--- config.mk ---
export PLATFORM = sky130hd
export DESIGN_NAME = tsoe_ctrl
export DESIGN_NICKNAME = d
export VERILOG_FILES = /design/src/design/tsoe_pkg.sv /design/src/design/tsoe_ctrl.sv
export SDC_FILE = /design/constraint.sdc
export NUM_CORES = 1
export LEC_CHECK = 0
export ABC_CLOCK_PERIOD_IN_PS = 1300
export BUFFER_PORTS_ARGS = -buffer_cell sky130_fd_sc_hd__buf_2
export CORE_AREA = 2 2 39 41
export CTS_CLUSTER_SIZE = 10
export DETAILED_ROUTE_END_ITERATION = 6
export DIE_AREA = 0 0 41 43
export PLACE_DENSITY = 0.39
export SLEW_MARGIN = 25
export SYNTH_ARGS = -nofsm -noshare
export SYNTH_HDL_FRONTEND = slang
export SYNTH_SLANG_ARGS = --single-unit
--- constraint.sdc ---
create_clock -name clk -period 1.3 [get_ports clk]
set_input_delay 0.13 -clock clk [delete_from_list [all_inputs] [get_ports clk]]
set_output_delay 0.13 -clock clk [all_outputs]
set_load 0.05 [all_outputs]
--- src/design/tsoe_pkg.sv ---
package tsoe_pkg;

  localparam int NUM_INSTRUMENTS_DEF = 16;
  localparam int WINDOW_DEF          = 10;
  localparam int PRICE_BITS_DEF      = 20;

  localparam int INST_W   = 4;
  localparam int LIMIT_W  = 20;
  localparam int OFFSET_W = 10;
  localparam int CFG_IDX_W = 2;
  localparam int CFG_DATA_W = 20;

  localparam logic [CFG_IDX_W-1:0] REG_BAND_LOW  = 2'd0;
  localparam logic [CFG_IDX_W-1:0] REG_BAND_HIGH = 2'd1;
  localparam logic [CFG_IDX_W-1:0] REG_OFFSET    = 2'd2;

  localparam logic [LIMIT_W-1:0]  BAND_LOW_RST  = 20'd10500;
  localparam logic [LIMIT_W-1:0]  BAND_HIGH_RST = 20'd19500;
  localparam logic [OFFSET_W-1:0] OFFSET_RST    = 10'd1;

  localparam int MIN_STAT_FILL = 5;
  localparam int MIN_RISE_FILL = 3;

  // controller to datapath commands
  typedef struct packed {
    logic load;     // capture tick, read meta
    logic wr_win;   // write price to window, update meta
    logic acc;      // accumulate one window entry
    logic mul1;     // first product stage
    logic mul2;     // second product stage
    logic decide;   // form the result
  } tsoe_cmd_t;

  // datapath to controller status
  typedef struct packed {
    logic inst_ok;
    logic acc_last;
  } tsoe_sts_t;

endpackage

--- src/design/tsoe_ctrl.sv ---
module tsoe_ctrl
  import tsoe_pkg::*;
(
  input  logic      clk,
  input  logic      rst_n,
  input  logic      in_valid,
  output logic      in_ready,
  output logic      out_valid,
  input  logic      out_ready,
  input  tsoe_sts_t sts,
  output tsoe_cmd_t cmd
);

  typedef enum logic [2:0] {
    S_IDLE, S_WRITE, S_ACC, S_MUL1, S_MUL2, S_DECIDE, S_OUT
  } state_t;

  state_t state_r, state_nxt;

  assign in_ready  = (state_r == S_IDLE);
  assign out_valid = (state_r == S_OUT);

  // next state and commands
  always_comb begin
    state_nxt = state_r;
    cmd = '0;
    unique case (state_r)
      S_IDLE: begin
        if (in_valid) begin
          cmd.load = 1'b1;
          state_nxt = S_WRITE;
        end
      end
      S_WRITE: begin
        if (sts.inst_ok) begin
          cmd.wr_win = 1'b1;
          state_nxt = S_ACC;
        end else begin
          state_nxt = S_DECIDE;
        end
      end
      S_ACC: begin
        cmd.acc = 1'b1;
        if (sts.acc_last) state_nxt = S_MUL1;
      end
      S_MUL1: begin
        cmd.mul1 = 1'b1;
        state_nxt = S_MUL2;
      end
      S_MUL2: begin
        cmd.mul2 = 1'b1;
        state_nxt = S_DECIDE;
      end
      S_DECIDE: begin
        cmd.decide = 1'b1;
        state_nxt = S_OUT;
      end
      S_OUT: begin
        if (out_ready) state_nxt = S_IDLE;
      end
      default: state_nxt = S_IDLE;
    endcase
  end

  always_ff @(posedge clk) begin
    if (!rst_n) begin
      state_r <= S_IDLE;
    end else begin
      state_r <= state_nxt;
    end
  end

endmodule

## After elaboration in Yosys (flattened, before gate mapping)

Index checks and enable logic that the tools add are counted.

| storage, ports and cells | value |
|---|---|
| register bits after elaboration | 3 |
| output and inout port bits | 8 |

| operators by class | value |
|---|---|
| equality and inequality tests | 9 |
| muxes and demuxes | 13 |
| reduce and logical (&&, ||, !) cells | 2 |

Operator list:

| kind | number |
|---|---|
| 3-bit one-hot mux with 7 select lines | 1 |
| 3-bit 2-to-1 mux | 4 |
| 3-bit == test (second input constant) | 3 |
| 1-bit 2-to-1 mux | 8 |
| 3-bit by 2-bit == test with 1-bit output (second input constant) | 2 |
| 2-bit != test (second input constant) | 2 |
| 3-bit by 1-bit == test with 1-bit output (second input constant) | 1 |
| 3-bit logical NOT | 1 |
| 3-bit AND reduction | 1 |
| 2-bit by 1-bit != test with 1-bit output (second input constant) | 1 |

## Longest topological paths before layout

Gate-level depths: netlist of run 1.

| logic depth | value |
|---|---|
| depth in word-level cells | 3 |
| depth in mapped cells | 4 |
| depth with buffers taken out | 3 |

## Worst setup path before layout of run 1

No wires, ideal clock.

| path | value |
|---|---|
| path kind | reg2out |
| from | register state_r[2] |
| to | output port cmd[5] in the netlist's numbering |
| arrival time | 1.661 ns |
| slack | -0.491 ns |
| buffers on the path | 1 |
| data required time | 1.170 ns |
| cell stages (with the launch flop) | 4 |
| path through | dfxtp_1 -> buf_4 -> nor3_2 -> and2_1 |

RTL lines:

| what | line | text |
|---|---|---|
| start, declared | tsoe_ctrl.sv:18 | `state_t state_r, state_nxt;` |
| start signal, assigned | tsoe_ctrl.sv:69 | `state_r <= state_nxt;` |
| end, declared | tsoe_ctrl.sv:11 | `output tsoe_cmd_t cmd` |

==> flow_metrics.tcl, run 1 <==
set metrics [dict create \
    endpoint_kind "primary output" \
    slew_headroom_pct 83.43 \
    layout-area-overhead-vs-synth_pct 72.53 \
    critPathTopFamily "buffers and inverters" \
    detailed_place_hpwl_microns 459.2 \
    setup_violators_final 0 \
    switching_power_mw 0.2018 \
    min_to "state_r[0]" \
    crit_buf_inv 2 \
    crit_chain "inv_1 > and3_1 > buf_2" \
    grt_util_all_layers_pct 7.229 \
    synth.ff_latch_count 3 \
    syn-num-nets 39 \
    synth_compound_area_share_pct 14.84 \
    start_util_pct 16.46 \
    finalMaxSlewViolations 0 \
    post-route-worst-setup-slack_ps 53.52 \
    cts_sinks 3 \
    summed_area_of_non_filler_cells_in_the_final_layout_sq_um 392.9 \
    tightestPinTransition_ps 250.2 \
    final-seq-area_sq_um 68.82 \
    ctsHtreeMaxLevel 1 \
    synthCells 33 \
    grt_pass1_vias 214 \
    most-common-layout-cells "8 x sky130_fd_sc_hd__buf_2, 5 x sky130_fd_sc_hd__clkbuf_4" \
    core_area_sq_mm 0.001384 \
    cts_hold_buf 0 \
    io_pins 14 \
    crit_path_required_time_ps 1170 \
    tritoncts "done" \
    post_synth_adder_cell_area_pct 0 \
    reg2reg_path_depth 4 \
    status "finished clean" \
    cts.clk_slew.worst_paths_ps 40 \
    globalRoute.totalOverflow 0 \
    comb_power_share_pct 42.4 \
    clock_tree.root_cell "sky130_fd_sc_hd__clkbuf_4" \
    route.antenna.remaining_nets 0 \
    largest_register_ff_count 3 \
    drt-total-wl_microns 566 \
    multi_input_comb_area_sq_um 162.7 \
    die_h_microns 43 \
    final_hold_viol_count 0 \
    number_of_cts_inserted_buffers 3 \
    vdd_drop_max_mv 0.4538 \
    worst-setup-path-type "register to primary output" \
    synth_top_family_by_area "simple AND/OR/NAND/NOR gates" \
    detailroute.via_count 271 \
    critPathMaxFanout 6 \
    global_route_wire_length_before_repair_microns 848 \
    sequential_share_of_the_synthesized_area_pct 26.37 \
    grt_max_degree 12 \
    diodes 0 \
    p_sw_share_pct 39.90 \
    number_of_antenna_violations_at_the_first_check_in_global_routing 0 \
    fin_crit_ps 1246 \
    portBuffers 13 \
    drtPass1Iterations 3 \
    synth.area.mux_share_pct 0 \
    dr.first_iter.drc_count 4 \
    grt_setup_unrepaired "no" \
    p_int_mw 0.3040 \
    synth-xor-area-share_pct 0 \
    layout_top_registers "state_r x3" \
    clk-insertion-delay-late_ps 230 \
    layout-drive-gt1-share_pct 55.10 \
    gpl.final_weighted_congestion 0.6048 \
    worst_setup_slack_post_dpl_ps 116.2 \
    filler_cell_count 160 \
    post_synth_num_cell_types 17 \
    synthSimpleGateAreaFrac_pct 47.25 \
    worstHoldPathCells 2 \
    timing.rr.end "state_r[0]" \
    min_period_over_period_pct 95.88 \
    avgViaCountPerCell 4.169 \
    fp-row-count 14 \
    worst-r2r-setup-slack_ps 270 \
    regToRegStartpoint "state_r[2]" \
    leakage_nw 0.1743 \
    cts_max_path_buffers 2 \
    share_clk_of_total_power_pct 31.5 \
    floorplan.die.width_microns 41 \
    postSynthAreaPerCell_sq_um 6.901 \
    power_frac_seq_pct 26.2 \
    die_area_sq_mm 0.001763 \
    worstSetupStartpoint "state_r[2]" \
    cp.arrival_ps 1120 \
    timing.fmax_ghz 0.8023 \
    fin_nets 56 \
    timing.critical_path.slowest_stage_cell "sky130_fd_sc_hd__dfxtp_4" \
    slowest_delay_ps 350 \
    hold_class "input pin to register" \
    syn-cell-area_sq_um 227.7 \
    timing.setup.tns_ps 0 \
    clock-skew-final_ps 3.270 \
    regMostFlops "state_r" \
    placed_cell_area_sq_um 326.6 \
    route.detailed.wl_per_inst_microns 8.708 \
    cap_viol_max_count 0 \
    yosysWarningCount 0 \
    cp-start-kind "register" \
    power-per-cell-area_mw_per_mm2 1287 \
    hold_path_startpoint "rst_n" \
    most_frequent_standard_cell_in_the_layout_excluding_fill_and_tap_cells "sky130_fd_sc_hd__buf_2" \
    finish.utilization_pct 28.39 \
    drc_errors 0 \
]
[stage by stage]
stage / hold WS (ps) / power, mW / cells
3_3_place_gp: 380.8 / 0.3283 / 61
6_report: 146.6 / 0.5058 / 65
4_1_cts: 139.5 / 0.5081 / 65
5_1_grt: 146.1 / 0.5399 / 65
2_1_floorplan: 247.7 / 0.2965 / 33
3_5_place_dp: 391.5 / 0.3275 / 61
[cells in the mapped netlist, drive strengths merged]
| library cell | count | area [sq um] |
|---|---|---|
| nor2 | 6 | 22.52 |
| a21boi | 1 | 7.510 |
| nor3b | 1 | 7.510 |
| nand2b | 3 | 18.77 |
| dfxtp | 3 | 60.06 |
| inv | 1 | 3.750 |
| o31a | 1 | 8.760 |
| nand3 | 1 | 5.000 |
| buf | 3 | 22.52 |
| and2 | 1 | 6.260 |
| o21ai | 1 | 5.000 |
| o21a | 1 | 7.510 |
| nand2 | 3 | 11.26 |
| and3 | 1 | 6.260 |
| nor3 | 5 | 30.03 |
| a21oi | 1 | 5.000 |
[power by group through the flow]
| stage | clock network, mW | registers [mW] | logic [mW] |
|---|---|---|---|
| 2_1_floorplan | 0 | 0.109 | 0.187 |
| 3_3_place_gp | 0 | 0.132 | 0.197 |
| 3_5_place_dp | 0 | 0.131 | 0.197 |
| 4_1_cts | 0.170 | 0.132 | 0.206 |
| 5_1_grt | 0.175 | 0.136 | 0.229 |
| 6_report | 0.159 | 0.132 | 0.214 |
[worst reg2reg max path, stage by stage (launching register included)]
cell and delay (ps):
sky130_fd_sc_hd__dfxtp_4 350, sky130_fd_sc_hd__buf_6 130, sky130_fd_sc_hd__nor2_1 100, sky130_fd_sc_hd__nor3_1 60, sky130_fd_sc_hd__o31a_1 280
[how the worst max path moves through the flow]
stage / endpoint / depth (start not counted)
6_report: cmd[2] / 3
5_1_grt: cmd[2] / 3
4_1_cts: cmd[0] / 4
3_5_place_dp: cmd[3] / 3
3_3_place_gp: cmd[3] / 3
2_1_floorplan: cmd[5] / 3
[layer usage]
layer	vias up	wire [microns]	global-route usage, %
li1	142	-	-
met1	120	250	9.646
met2	9	267	9.375
met3	0	48	1.571
met4	0	0	6.000
met5	-	0	0
[cell families (layout without fill, tap and decap cells)]
kind of cell / count (synthesis) / count (layout)
and+or+nand+nor: 21 / 21
buffers and inverters: 4 / 20
AOI/OAI and AO/OA: 5 / 5
DFF: 3 / 3
[what timing repair did]
action / in CTS / in global routing
cloned: 0 / 0
endpoints found under the setup margin: 7 / 6
pin swaps: 0 / 1
gates resized for setup: 7 / 8
setup buffers: 0 / 0
[final cells by class]
class,instances,area share [%]
Clock buffer,4,6.688
Multi-Input combinational cell,26,41.40
Tap cell,16,5.096
Inverter,1,0.9554
Timing Repair Buffer,15,28.34
Sequential cell,3,17.52
No activity file was read; power rests on OpenSTA's default activity.
==> run 2, diff against run 1 <==
==> constraint.sdc (replaced) <==
create_clock -name clk -period 1.3 [get_ports clk]
set_input_delay 0.13 -clock clk [delete_from_list [all_inputs] [get_ports clk]]
set_output_delay 0.13 -clock clk [all_outputs]
set_load 0.1 [all_outputs]
==> run 2 against run 1 <==
Against the previous run: critical endpoint is now cmd[5]; combinational power is 110% higher; routed wire length increased by 25%; design area rose by 49%; clock skew fell by 1.0 ps; the flow now finishes with violations (setup timing); largest cell class is now non-clock buffers; die area unchanged.
==> flow_metrics.tcl, run 2 (synthesis gave the netlist of run 1 again) <==
set metrics [dict create \
    critPathMaxFanout 4 \
    failed_checks "setup timing" \
    die_area_sq_mm 0.001763 \
    largest_register_ff_count 3 \
    grt_util_all_layers_pct 10.24 \
    cts_sinks 3 \
    leakage_nw 0.2408 \
    drtPass1Iterations 4 \
    fin_crit_ps 1327 \
    hold_ws_ps 148.4 \
    finalPower_mw 0.7311 \
    drt-total-wl_microns 708 \
    detailroute.via_count 310 \
    endpoint_kind "primary output" \
    crit_path_required_time_ps 1170 \
    grt_max_degree 12 \
    fp-row-count 14 \
    numPlacedInstances 64 \
    power-per-cell-area_mw_per_mm2 1251 \
    status "complete, but fails checks" \
    most_frequent_standard_cell_in_the_layout_excluding_fill_and_tap_cells "sky130_fd_sc_hd__buf_12" \
    layout-drive-gt1-share_pct 67.86 \
    cp-start-kind "register" \
    most-common-layout-cells "8 x sky130_fd_sc_hd__buf_12, 5 x sky130_fd_sc_hd__buf_2, 5 x sky130_fd_sc_hd__buf_4, 4 x sky130_fd_sc_hd__buf_6" \
    cts.clk_slew.worst_paths_ps 40 \
    placed_cell_area_sq_um 494.2 \
    instances_no_fill 72 \
    worst-setup-path-type "register to primary output" \
    grt_setup_unrepaired "yes" \
    diodes 0 \
    avgViaCountPerCell 4.306 \
    detailed_place_hpwl_microns 509.2 \
    final_hold_viol_count 0 \
    finalMaxSlewViolations 0 \
    io_pins 14 \
    timing.setup.tns_ps -62.08 \
    slew_headroom_pct 84.58 \
    number_of_antenna_violations_at_the_first_check_in_global_routing 0 \
    number_of_cts_inserted_buffers 3 \
    clock_tree.root_cell "sky130_fd_sc_hd__clkbuf_4" \
    die_h_microns 43 \
    regMostFlops "state_r" \
    drc_errors 0 \
    dr.first_iter.drc_count 7 \
    finish.utilization_pct 42.22 \
    cp.arrival_ps 1200 \
    switching_power_mw 0.3278 \
    route.antenna.remaining_nets 0 \
    layout_top_registers "state_r x3" \
    globalRoute.totalOverflow 0 \
    fin_nets 63 \
    timing.fmax_ghz 0.7533 \
    min_period_over_period_pct 102.1 \
    p_sw_share_pct 44.84 \
    cts_max_path_buffers 2 \
    ctsHtreeMaxLevel 1 \
    cap_viol_max_count 0 \
    clk-insertion-delay-late_ps 230 \
    tritoncts "done" \
    global_route_wire_length_before_repair_microns 1145 \
    layout-area-overhead-vs-synth_pct 156.6 \
    setup_violators_final 3 \
    p_int_mw 0.4033 \
    start_util_pct 16.46 \
    vdd_drop_max_mv 0.4934 \
    post-route-worst-setup-slack_ps -27.42 \
    power_frac_seq_pct 17.5 \
    clock-skew-final_ps 2.263 \
    gpl.final_weighted_congestion 0.7196 \
    comb_power_share_pct 60.2 \
    summed_area_of_non_filler_cells_in_the_final_layout_sq_um 584.3 \
    core_area_sq_mm 0.001384 \
    worst_setup_slack_post_dpl_ps 29.49 \
    portBuffers 13 \
    hold_class "input pin to register" \
    route.detailed.wl_per_inst_microns 9.833 \
    floorplan.die.width_microns 41 \
    share_clk_of_total_power_pct 22.3 \
    tightestPinTransition_ps 231.1 \
    grt_pass1_vias 264 \
]
## run 2: changes by cell type in the layout (fill, tap and decap cells not counted), moves of 2 or more
cell / previous run / this run
sky130_fd_sc_hd__buf_4: 1 / 5
sky130_fd_sc_hd__nor2_2: 3 / 1
sky130_fd_sc_hd__buf_2: 8 / 5
sky130_fd_sc_hd__buf_12: 0 / 8
sky130_fd_sc_hd__nand2b_1: 3 / 1
sky130_fd_sc_hd__clkbuf_4: 5 / 3
sky130_fd_sc_hd__nor2_4: 0 / 3
## run 2: cell type report
type	count	area (sq um)
Clock buffer	4	26.28
Tap cell	16	20.02
Timing Repair Buffer	22	267.8
Fill cell	133	799.5
Sequential cell	3	68.82
Multi-Input combinational cell	26	197.7
Inverter	1	3.754
## run 2: power by group through the flow
stage,clock network (mW),logic (mW),registers (mW)
after floorplan,0,0.290,0.109
after global placement,0,0.408,0.129
after detailed placement,0,0.407,0.128
after CTS,0.170,0.433,0.127
after global routing,0.184,0.457,0.130
final,0.163,0.440,0.128
## run 2: worst paths after layout
check                                 from         end  slack, ps  depth (start not counted)
worst max-delay path            state_r[2]      cmd[5]        -30                          4
worst max register to register  state_r[2]  state_r[0]        160                          5
worst min register to register  state_r[0]  state_r[2]        580                          2
worst min-delay path                 rst_n  state_r[1]        150                          2
## run 2: what timing repair did
action | in CTS | in global routing
setup buffers | 2 | 2
hold buffers | 0 | 0
resized for setup | 10 | 1
gates cloned | 0 | 0
endpoints found under the setup margin | 8 | 7
pin swaps | 3 | 2
## run 2: worst max-delay path: stages, from the launching register on
cell,delay (ps)
sky130_fd_sc_hd__dfxtp_2,330
sky130_fd_sc_hd__buf_6,120
sky130_fd_sc_hd__nor3_4,170
sky130_fd_sc_hd__and2_4,170
sky130_fd_sc_hd__buf_12,160
## run 2: layer usage
metal,track usage (%),wire length (microns),up-vias
met2,12.50,317,10
met4,6.000,13,0
li1,-,-,160
met3,6.283,32,2
met1,13.18,344,138
met5,0,0,-
==> run 3, diff against run 2 <==
Settings changed: ABC_AREA set to 1, GPL_ROUTABILITY_DRIVEN set to 0, PLACE_DENSITY 0.39 to 0.42.
==> run 3 against run 2 <==
Against the previous run: die area stayed put; worst setup slack improved by 67 ps; final cell count rose by 13%; clock-buffer cell count did not move; critical path type unchanged; the run now ends clean.
==> flow_metrics.tcl, run 3 <==
set metrics [dict create \
    grt_setup_unrepaired "yes" \
    cap_viol_max_count 0 \
    hold_class "input pin to register" \
    cts_max_path_buffers 2 \
    endpoint_kind "primary output" \
    syn-num-nets 54 \
    most-common-layout-cells "8 x sky130_fd_sc_hd__buf_12, 7 x sky130_fd_sc_hd__nand2_1, 7 x sky130_fd_sc_hd__inv_1, 6 x sky130_fd_sc_hd__nor2_1" \
    cts_hold_buf 0 \
    synth_commonest_cells "13 x sky130_fd_sc_hd__nor2_1, 11 x sky130_fd_sc_hd__inv_1, 8 x sky130_fd_sc_hd__nand2_1, 3 x sky130_fd_sc_hd__dfxtp_1, 3 x sky130_fd_sc_hd__nand3_1" \
    detailed_place_hpwl_microns 523.8 \
    status "finished clean" \
    tritoncts "done" \
    slew_headroom_pct 87.56 \
    setup_violators_final 0 \
    layout-area-overhead-vs-synth_pct 115.4 \
    post_synth_num_cell_types 13 \
    dr.first_iter.drc_count 4 \
    global_route_wire_length_before_repair_microns 1048 \
    start_util_pct 19.35 \
    worst-setup-path-type "register to primary output" \
    cp.arrival_ps 1130 \
    synth_enable_flop_cells 0 \
    critPathMaxFanout 7 \
    tightestPinTransition_ps 185.0 \
    fp-row-count 14 \
    most_area_consuming_cells_after_synthesis "sky130_fd_sc_hd__dfxtp_1 22%, sky130_fd_sc_hd__nor2_1 18%, sky130_fd_sc_hd__inv_1 15%, sky130_fd_sc_hd__nand2_1 11%, sky130_fd_sc_hd__nand3_2 7.5%" \
    number_of_antenna_violations_at_the_first_check_in_global_routing 0 \
    grt_util_all_layers_pct 8.617 \
    postSynthAreaPerCell_sq_um 5.578 \
    drc_errors 0 \
    synth_flop_cell "sky130_fd_sc_hd__dfxtp_1" \
    yosysWarningCount 0 \
    clock_tree.root_cell "sky130_fd_sc_hd__clkbuf_4" \
    ctsHtreeMaxLevel 1 \
    portBuffers 13 \
    drtPass1Iterations 4 \
    die_area_sq_mm 0.001763 \
    die_h_microns 43 \
    final_hold_viol_count 0 \
    cts.clk_slew.worst_paths_ps 40 \
    summed_area_of_non_filler_cells_in_the_final_layout_sq_um 576.8 \
    detailroute.via_count 317 \
    cts_sinks 3 \
    clock-skew-final_ps 3.608 \
    timing.fmax_ghz 0.7935 \
    min_period_over_period_pct 96.94 \
    number_of_cts_inserted_buffers 3 \
    diodes 0 \
    regMostFlops "state_r" \
    route.antenna.remaining_nets 0 \
    crit_path_required_time_ps 1170 \
    grt_pass1_vias 275 \
    drt-total-wl_microns 615 \
    instances_no_fill 81 \
    io_pins 14 \
    largest_register_ff_count 3 \
    numPlacedInstances 76 \
    area_share_of_the_largest_cell_type_after_synthesis_pct 22.43 \
    cp-start-kind "register" \
    filler_cell_count 146 \
    synthCells 48 \
    netlist.top_cell.by_area "sky130_fd_sc_hd__dfxtp_1" \
    synth.ff_latch_count 3 \
    syn-cell-area_sq_um 267.8 \
    layout_top_registers "state_r x3" \
    route.detailed.wl_per_inst_microns 7.593 \
    avgViaCountPerCell 3.914 \
    grt_max_degree 9 \
    most_frequent_standard_cell_in_the_layout_excluding_fill_and_tap_cells "sky130_fd_sc_hd__buf_12" \
    finalMaxSlewViolations 0 \
    asr_flop_ratio_synth_pct 0 \
    globalRoute.totalOverflow 0 \
    fin_crit_ps 1260 \
    fin_nets 72 \
    clk-insertion-delay-late_ps 230 \
    sequential_share_of_the_synthesized_area_pct 22.43 \
    core_area_sq_mm 0.001384 \
    post-synth-top-count-cell "sky130_fd_sc_hd__nor2_1" \
    placed_cell_area_sq_um 523.0 \
    floorplan.die.width_microns 41 \
    layout-drive-gt1-share_pct 60.00 \
]
[run 3: changes by cell type in the layout (fill, tap and decap cells not counted), sizes merged, moves of 4 or more]
cell,delta
inv,+9
nand2,+7
nor2,+8
buf,-8
nor3,-4
nand3,+4
[run 3: worst max-delay path, stage by stage, from the launching register on]
cell                      delay [ps]
sky130_fd_sc_hd__dfxtp_4         370
sky130_fd_sc_hd__nor2_4          120
sky130_fd_sc_hd__inv_2            70
sky130_fd_sc_hd__nor3_4          150
sky130_fd_sc_hd__buf_12          200
[run 3: path summary, 6_finish.rpt]
check             startpoint          to  slack (ps)  cells past startpoint
hold reg to reg   state_r[0]  state_r[2]         650                      4
setup / recovery  state_r[0]      cmd[5]          40                      4
setup reg to reg  state_r[2]  state_r[0]         270                      7
hold / removal         rst_n  state_r[2]         110                      3
[run 3: cell families (layout without fill, tap and decap cells)]
family / Yosys count / after routing / share of synthesized area, %
AOI/OAI and AO/OA: 3 / 3 / 6.540
buffers and inverters: 12 / 29 / 19.63
DFF: 3 / 3 / 22.43
and+or+nand+nor: 30 / 30 / 51.40
[run 3: routing by layer]
layer	vias up	wire length, microns	GRT usage (%)
met4	0	0	2.000
met3	0	41	4.712
met1	128	263	11.82
li1	179	-	-
met2	10	310	11.56
met5	-	0	0
[run 3: final cells by class]
| cell class | instances | area, sq um | share of cell area, % |
|---|---|---|---|
| sequential | 3 | 68.82 | 11.93 |
| timing repair buffer | 14 | 192.7 | 33.41 |
| clock buffer | 4 | 26.28 | 4.555 |
| tap | 16 | 20.02 | 3.471 |
| inverter | 11 | 47.55 | 8.243 |
| multi-input combinational | 33 | 221.5 | 38.39 |
[run 3: what timing repair did]
item,in CTS,in global routing
resized for setup,4,6
endpoints found under the setup margin,6,6
setup buffers,0,1
[run 3: through the flow]
| step | utilization (%) | setup TNS, ps | hold slack [ps] | setup slack [ps] |
|---|---|---|---|---|
| finish | 41.68 | 0 | 108.7 | 39.76 |
| global route | 41.68 | -49.81 | 135.6 | -34.46 |
| CTS | 40.05 | -44.00 | 103.2 | -23.03 |
| detailed placement | 37.79 | 0 | 347.3 | 157.7 |
| global placement | 37.79 | 0 | 349.5 | 157.5 |
| floorplan | - | -978.1 | 227.6 | -234.0 |
Power of run 3 is left out: the tool's default activity adds up to more than one toggle a clock period on the data nets, which glitch-free logic cannot reach.
